===== src/hw/rtl/b64e_pkg.sv =====
// b64e_pkg: types, constants and the alphabet mapping of the base64 stream encoder
// no dependencies; imported by every module of the encoder but the checker
package b64e_pkg;

    localparam logic [6:0] PAD_CHAR    = 7'h3D;
    localparam logic [1:0] PH_FIRST    = 2'd0;
    localparam logic [1:0] PH_SECOND   = 2'd1;
    localparam logic [1:0] PH_THIRD    = 2'd2;

    // one decoded input byte: up to two symbols, then padding
    typedef struct packed {
        logic [5:0] sym0;
        logic [5:0] sym1;
        logic       nsym_m1;
        logic [1:0] nchr_m1;
    } t_job;

    function automatic logic [6:0] b64_char(input logic [5:0] v);
        logic [6:0] c;
        if (v < 6'd26) begin
            c = 7'h41 + {1'b0, v};
        end else if (v < 6'd52) begin
            c = 7'h61 + {1'b0, v - 6'd26};
        end else if (v < 6'd62) begin
            c = 7'h30 + {1'b0, v - 6'd52};
        end else if (v == 6'd62) begin
            c = 7'h2B;
        end else begin
            c = 7'h2F;
        end
        return c;
    endfunction

endpackage


===== src/hw/rtl/b64e_front.sv =====
// b64e_front: group position tracking and symbol extraction for each input beat
// depends on b64e_pkg
module b64e_front import b64e_pkg::*; (
    input  logic       i_clk,
    input  logic       i_rst_n,
    input  logic       i_accept,
    input  logic [7:0] i_data_byte,
    input  logic       i_final_byte,
    output t_job       o_job
);

    logic [1:0] r_phase, n_phase;
    logic [3:0] r_carry, n_carry;

    always_comb begin
        o_job   = '0;
        n_phase = r_phase;
        n_carry = r_carry;
        case (r_phase)
            PH_SECOND: begin
                o_job.sym0    = {r_carry[1:0], i_data_byte[7:4]};
                o_job.sym1    = {i_data_byte[3:0], 2'b00};
                o_job.nsym_m1 = i_final_byte;
                o_job.nchr_m1 = i_final_byte ? 2'd2 : 2'd0;
                n_phase       = PH_THIRD;
                n_carry       = i_data_byte[3:0];
            end
            PH_THIRD: begin
                o_job.sym0    = {r_carry, i_data_byte[7:6]};
                o_job.sym1    = i_data_byte[5:0];
                o_job.nsym_m1 = 1'b1;
                o_job.nchr_m1 = 2'd1;
                n_phase       = PH_FIRST;
                n_carry       = 4'd0;
            end
            default: begin
                o_job.sym0    = i_data_byte[7:2];
                o_job.sym1    = {i_data_byte[1:0], 4'b0000};
                o_job.nsym_m1 = i_final_byte;
                o_job.nchr_m1 = i_final_byte ? 2'd3 : 2'd0;
                n_phase       = PH_SECOND;
                n_carry       = {2'b00, i_data_byte[1:0]};
            end
        endcase
        // end of message
        if (i_final_byte) begin
            n_phase = PH_FIRST;
            n_carry = 4'd0;
        end
    end

    always_ff @(posedge i_clk) begin
        if (!i_rst_n) begin
            r_phase <= PH_FIRST;
            r_carry <= 4'd0;
        end else if (i_accept) begin
            r_phase <= n_phase;
            r_carry <= n_carry;
        end
    end

endmodule


===== src/hw/rtl/b64e_jobq.sv =====
// b64e_jobq: two-entry queue of decoded beats between front and back
// depends on b64e_pkg
module b64e_jobq import b64e_pkg::*; (
    input  logic i_clk,
    input  logic i_rst_n,
    input  logic i_wr,
    input  t_job i_job,
    input  logic i_rd,
    output t_job o_job,
    output logic o_full,
    output logic o_empty
);

    t_job       r_slot [2];
    logic       r_wp, r_rp;
    logic [1:0] r_cnt;

    assign o_full  = (r_cnt == 2'd2);
    assign o_empty = (r_cnt == 2'd0);
    assign o_job   = r_slot[r_rp];

    always_ff @(posedge i_clk) begin
        if (i_wr) begin
            r_slot[r_wp] <= i_job;
        end
    end

    always_ff @(posedge i_clk) begin
        if (!i_rst_n) begin
            r_wp  <= 1'b0;
            r_rp  <= 1'b0;
            r_cnt <= 2'd0;
        end else begin
            if (i_wr) begin
                r_wp <= ~r_wp;
            end
            if (i_rd) begin
                r_rp <= ~r_rp;
            end
            r_cnt <= r_cnt + {1'b0, i_wr} - {1'b0, i_rd};
        end
    end

endmodule


===== src/hw/rtl/b64e_back.sv =====
// b64e_back: walks each queued job one character per cycle into a two-entry output queue,
// stalling while that queue is full or no job waits; depends on b64e_pkg
module b64e_back import b64e_pkg::*; (
    input  logic       i_clk,
    input  logic       i_rst_n,
    input  t_job       i_job,
    input  logic       i_job_valid,
    output logic       o_job_pop,
    input  logic       i_pop,
    output logic       o_empty,
    output logic [6:0] o_ascii_char,
    output logic       o_run_end
);

    logic [1:0] r_idx;
    logic [6:0] r_q_char [2];
    logic       r_q_end  [2];
    logic       r_wp, r_rp;
    logic [1:0] r_cnt;

    logic       emit, last, rd;
    logic [6:0] chr;

    assign rd    = i_pop && !o_empty;
    assign emit  = i_job_valid && (r_cnt != 2'd2);
    assign last  = (r_idx == i_job.nchr_m1);
    assign o_job_pop = emit && last;

    always_comb begin
        if (r_idx[1] || (r_idx[0] && !i_job.nsym_m1)) begin
            chr = PAD_CHAR;
        end else begin
            chr = b64_char(r_idx[0] ? i_job.sym1 : i_job.sym0);
        end
    end

    assign o_empty      = (r_cnt == 2'd0);
    assign o_ascii_char = r_q_char[r_rp];
    assign o_run_end    = r_q_end[r_rp];

    always_ff @(posedge i_clk) begin
        if (emit) begin
            r_q_char[r_wp] <= chr;
            r_q_end[r_wp]  <= last;
        end
    end

    always_ff @(posedge i_clk) begin
        if (!i_rst_n) begin
            r_idx <= 2'd0;
            r_wp  <= 1'b0;
            r_rp  <= 1'b0;
            r_cnt <= 2'd0;
        end else begin
            if (emit) begin
                r_idx <= last ? 2'd0 : r_idx + 2'd1;
                r_wp  <= ~r_wp;
            end
            if (rd) begin
                r_rp <= ~r_rp;
            end
            r_cnt <= r_cnt + {1'b0, emit} - {1'b0, rd};
        end
    end

endmodule


===== src/hw/rtl/base64_stream_encoder.sv =====
// base64_stream_encoder: an accepted byte is registered in the job queue and its characters
// in the output queue; throughput is one character per cycle while output is popped,
// set by the back walker; one to four characters per byte, about 1.33 in a long message
// a two-entry job queue and a two-entry output queue let each side stall on its own
// synchronous active-low reset empties both queues and returns to the start of a group
// depends on b64e_pkg, b64e_front, b64e_jobq, b64e_back
module base64_stream_encoder import b64e_pkg::*; (
    input  logic       i_clk,
    input  logic       i_rst_n,
    input  logic       push,
    output logic       full,
    input  logic [7:0] i_data_byte,
    input  logic       i_final_byte,
    output logic       empty,
    input  logic       pop,
    output logic [6:0] o_ascii_char,
    output logic       o_run_end
);

    t_job front_job, head_job;
    logic accept, jq_empty, job_pop;

    assign accept = push && !full;

    b64e_front u_front (
        .i_clk        (i_clk),
        .i_rst_n      (i_rst_n),
        .i_accept     (accept),
        .i_data_byte  (i_data_byte),
        .i_final_byte (i_final_byte),
        .o_job        (front_job)
    );

    b64e_jobq u_jobq (
        .i_clk   (i_clk),
        .i_rst_n (i_rst_n),
        .i_wr    (accept),
        .i_job   (front_job),
        .i_rd    (job_pop),
        .o_job   (head_job),
        .o_full  (full),
        .o_empty (jq_empty)
    );

    b64e_back u_back (
        .i_clk        (i_clk),
        .i_rst_n      (i_rst_n),
        .i_job        (head_job),
        .i_job_valid  (!jq_empty),
        .o_job_pop    (job_pop),
        .i_pop        (pop),
        .o_empty      (empty),
        .o_ascii_char (o_ascii_char),
        .o_run_end    (o_run_end)
    );

endmodule


===== config.mk =====
export PLATFORM = sky130hd
export DESIGN_NAME = base64_stream_encoder
export DESIGN_NICKNAME = d
export VERILOG_FILES = /design/src/hw/rtl/b64e_pkg.sv /design/src/hw/rtl/b64e_front.sv /design/src/hw/rtl/b64e_jobq.sv /design/src/hw/rtl/b64e_back.sv /design/src/hw/rtl/base64_stream_encoder.sv
export SDC_FILE = /design/constraint.sdc
export NUM_CORES = 1
export LEC_CHECK = 0
export BUFFER_PORTS_ARGS = -buffer_cell sky130_fd_sc_hd__buf_2
export CAP_MARGIN = 0
export CELL_PAD_IN_SITES_DETAIL_PLACEMENT = 2
export CELL_PAD_IN_SITES_GLOBAL_PLACEMENT = 2
export CORE_ASPECT_RATIO = 1.75
export CORE_UTILIZATION = 41
export CTS_CLUSTER_DIAMETER = 200
export DETAILED_ROUTE_END_ITERATION = 6
export PLACE_DENSITY_LB_ADDON = 0.1
export SETUP_SLACK_MARGIN = 0.1
export SLEW_MARGIN = 20
export SYNTH_ARGS = -nofsm -noshare
export SYNTH_HDL_FRONTEND = slang
export SYNTH_SLANG_ARGS = --single-unit

===== constraint.sdc =====
create_clock -name i_clk -period 5.05 [get_ports i_clk]
set_input_delay 0.2525 -clock i_clk [delete_from_list [all_inputs] [get_ports i_clk]]
set_output_delay 0.2525 -clock i_clk [all_outputs]
set_load 0.1 [all_outputs]

==> impl_metrics.json <==
{
  "timing.fmax_mhz": 281,
  "yosysMostFrequentCell": "edfxtp_1",
  "synth_area_leaders": "edfxtp_1 43%, dfxtp_1 11%, ha_1 6.6%",
  "async_flop_share": 0,
  "drive_above_1_share": 0.189,
  "status": "finished, final reports clean",
  "slowest_delay_ns": 0.76,
  "diodes": 0,
  "grt_pass1_vias": 2249,
  "min_path_type": "in2reg",
  "layout_min_cycle_time_ns": 3.56,
  "die_w_um": 69.3,
  "drv_cap": 0,
  "grt_pass1_wl_um": 11100,
  "routed_wire_length_per_instance_um": 18.1,
  "path_cells": "mux4_1, inv_1, ha_1, nand2_1, o221ai_1, xnor2_2, or4_1, a21oi_1, o311ai_1",
  "synth_compound_area_frac": 0.0882,
  "clkTransAtPathRegs_ns": 0.06,
  "cts_root_buffer": "clkbuf_16",
  "synth.avg_cell_area_sq_um": 12.2,
  "critical_path_class": "reg2reg",
  "setup-tns-final_ns": 0,
  "drc_errors": 0,
  "synth_top_cell_by_area": "edfxtp_1",
  "synth-edff-count": 46,
  "placed_cells": 368,
  "grtUsageTotal": 0.182,
  "initial_core_util": 0.426,
  "dpl_worst_slack_ns": 1.46,
  "yosys.area_share.simple": 0.120,
  "fin_skew_ns": 0.00631,
  "first_iter_violations": 58,
  "viasPerCell": 5.45,
  "htreeDepth": 3,
  "fp.dieH_um": 120,
  "finalNonFillerCells": 384,
  "portBuffers": 22,
  "synth_top_family_by_area": "simple AND/OR/NAND/NOR gates",
  "synthFlopType": "edfxtp_1",
  "setup_viol": 0,
  "cts_resized": 0,
  "arrival_ns": 3.59,
  "fin_ws_ns": 1.49,
  "dpl.hpwl_um": 5490,
  "end_kind": "register",
  "syn_nets": 296,
  "fin_crit_sh": 0.704,
  "syn_inst": 266,
  "dieArea_sq_um": 8290,
  "ys_types": 45,
  "cts_tree": "done",
  "worst_pin_slew_ns": 0.775,
  "yosys.area_share.adder": 0.0655,
  "routabilityCongestion": 0.820,
  "synth_xor_area_frac": 0.0559,
  "cts_num_sinks": 64,
  "post_cts_buffers": 0,
  "start_kind": "register",
  "vias": 2094,
  "holdBufCountCts": 0,
  "core_area_sq_um": 7620,
  "cp_max_fo": 10,
  "synth_top_area_share": 0.425,
  "syn_to_final_growth_pct": 15.2,
  "fill_cells": 752,
  "yosys_warnings": 0,
  "grt_start_max_net_pins": 23,
  "slew_headroom": 0.482,
  "maxSlewViolCount": 0,
  "rows": 42,
  "io_pins": 23,
  "overflow": 0,
  "post-route-util": 0.491,
  "cts_max_path_buffers": 2,
  "grt_setup_unrepaired": "no",
  "cts_buffers": 9,
  "hold_violations": 0,
  "synth_mux_area_frac": 0.100,
  "required_ns": 5.09,
  "synth-seq-area-share": 0.536,
  "slowest_stage": "mux4_1",
  "drtAntennaViolNets": 0,
  "insertion_delay_ns": 0.33,
  "synth_top_cells_by_count": "46 x edfxtp_1, 19 x nand2_1, 18 x dfxtp_1",
  "nets": 321,
  "ys_seq_elements": 64,
  "synth_area_sq_um": 3250,
  "drt-total-wl_um": 6970,
  "antenna_found_initial": 0,
  "drt-pass1-iter-count": 4,
  "hold_start": "i_data_byte[0]"
}
==> cells by family (layout without fill, tap and decap cells) <==
family	count (synthesis)	after routing
AND/OR/NAND/NOR	74	74
flip-flops	64	64
AO/OA/AOI/OAI	43	43
buffers and inverters	25	55
multiplexers	24	24
XOR/XNOR	19	19
adder cells (fa/ha/maj)	17	17
==> worst max-delay path: cells and delay by family, from the launching register on <==
| kind | cells | cell delay [ns] |
|---|---|---|
| AOI/OAI and AO/OA | 3 | 0.65 |
| and+or+nand+nor | 2 | 0.59 |
| xor gates and xnor gates | 1 | 0.15 |
| adders and majority gates | 1 | 0.21 |
| DFF | 1 | 0.69 |
| buffers and inverters | 1 | 0.21 |
| muxes | 1 | 0.76 |
==> layer usage <==
layer  vias to the layer above  GRT usage  share of wire
met1                      1021      0.156           0.34
met3                        19     0.0504          0.027
li1                       1012          -              -
met2                        42      0.357           0.59
met4                         0      0.108          0.037
met5                         -          0              0
==> layout make-up <==
class | instances | area [sq um] | area share
Clock buffer | 9 | 225 | 0.0602
Clock inverter | 7 | 86.3 | 0.0231
Inverter | 15 | 56.3 | 0.0151
Multi-Input combinational cell | 177 | 1400 | 0.373
Sequential cell | 64 | 1740 | 0.466
Tap cell | 88 | 110 | 0.0294
Timing Repair Buffer | 24 | 125 | 0.0334
==> through the flow <==
| stage | hold slack (ns) | instance area, sq um |
|---|---|---|
| after floorplan | 0.381 | 3250 |
| after global placement | 0.512 | 3430 |
| after detailed placement | 0.536 | 3430 |
| after CTS | 0.237 | 3740 |
| after global routing | 0.272 | 3740 |
| final | 0.242 | 3740 |
==> worst paths after layout <==
check / end / slack [ns] / depth (start not counted)
max: u_back.r_q_char[0][5] / 1.49 / 9
min: u_front.r_carry[0] / 0.24 / 3
max reg2reg: u_back.r_q_char[0][5] / 1.49 / 9
min reg2reg: u_front.r_carry[2] / 0.54 / 2
==> state kept, by name (all words and copies together), names as in the netlist, 2 cells and up, named ones only <==
register and cells:
u_back.r_q_end 2, u_jobq.r_cnt 2, u_jobq.r_slot 30, u_front.r_carry 4, u_back.r_cnt 2, u_back.r_q_char 14
u_front.r_phase 2, u_back.r_idx 2
==> cells in the final DEF (no fill, tap or decap), types with 2 or more instances in the layout <==
| master | netlist | final |
|---|---|---|
| a21boi_0 | 2 | 2 |
| a21oi_1 | 5 | 5 |
| a22oi_1 | 15 | 15 |
| and2_1 | 11 | 11 |
| buf_2 | 0 | 22 |
| buf_4 | 2 | 2 |
| bufinv_16 | 0 | 2 |
| clkbuf_16 | 0 | 9 |
| clkinv_1 | 0 | 2 |
| clkinv_2 | 0 | 2 |
| dfxtp_1 | 18 | 18 |
| edfxtp_1 | 46 | 46 |
| ha_1 | 17 | 17 |
| inv_1 | 15 | 15 |
| mux2_2 | 9 | 9 |
| mux2i_1 | 10 | 10 |
| mux4_1 | 3 | 3 |
| mux4_2 | 2 | 2 |
| nand2_1 | 19 | 19 |
| nand2b_1 | 2 | 2 |
| nor2_1 | 14 | 14 |
| nor2b_1 | 12 | 12 |
| nor3_1 | 4 | 4 |
| nor3b_1 | 2 | 2 |
| o21a_1 | 2 | 2 |
| o21ai_0 | 12 | 12 |
| xnor2_1 | 11 | 11 |
| xor2_1 | 6 | 6 |
Power is left out: the tool's default activity adds up to more than one toggle a clock period on the data nets, which glitch-free logic cannot reach.
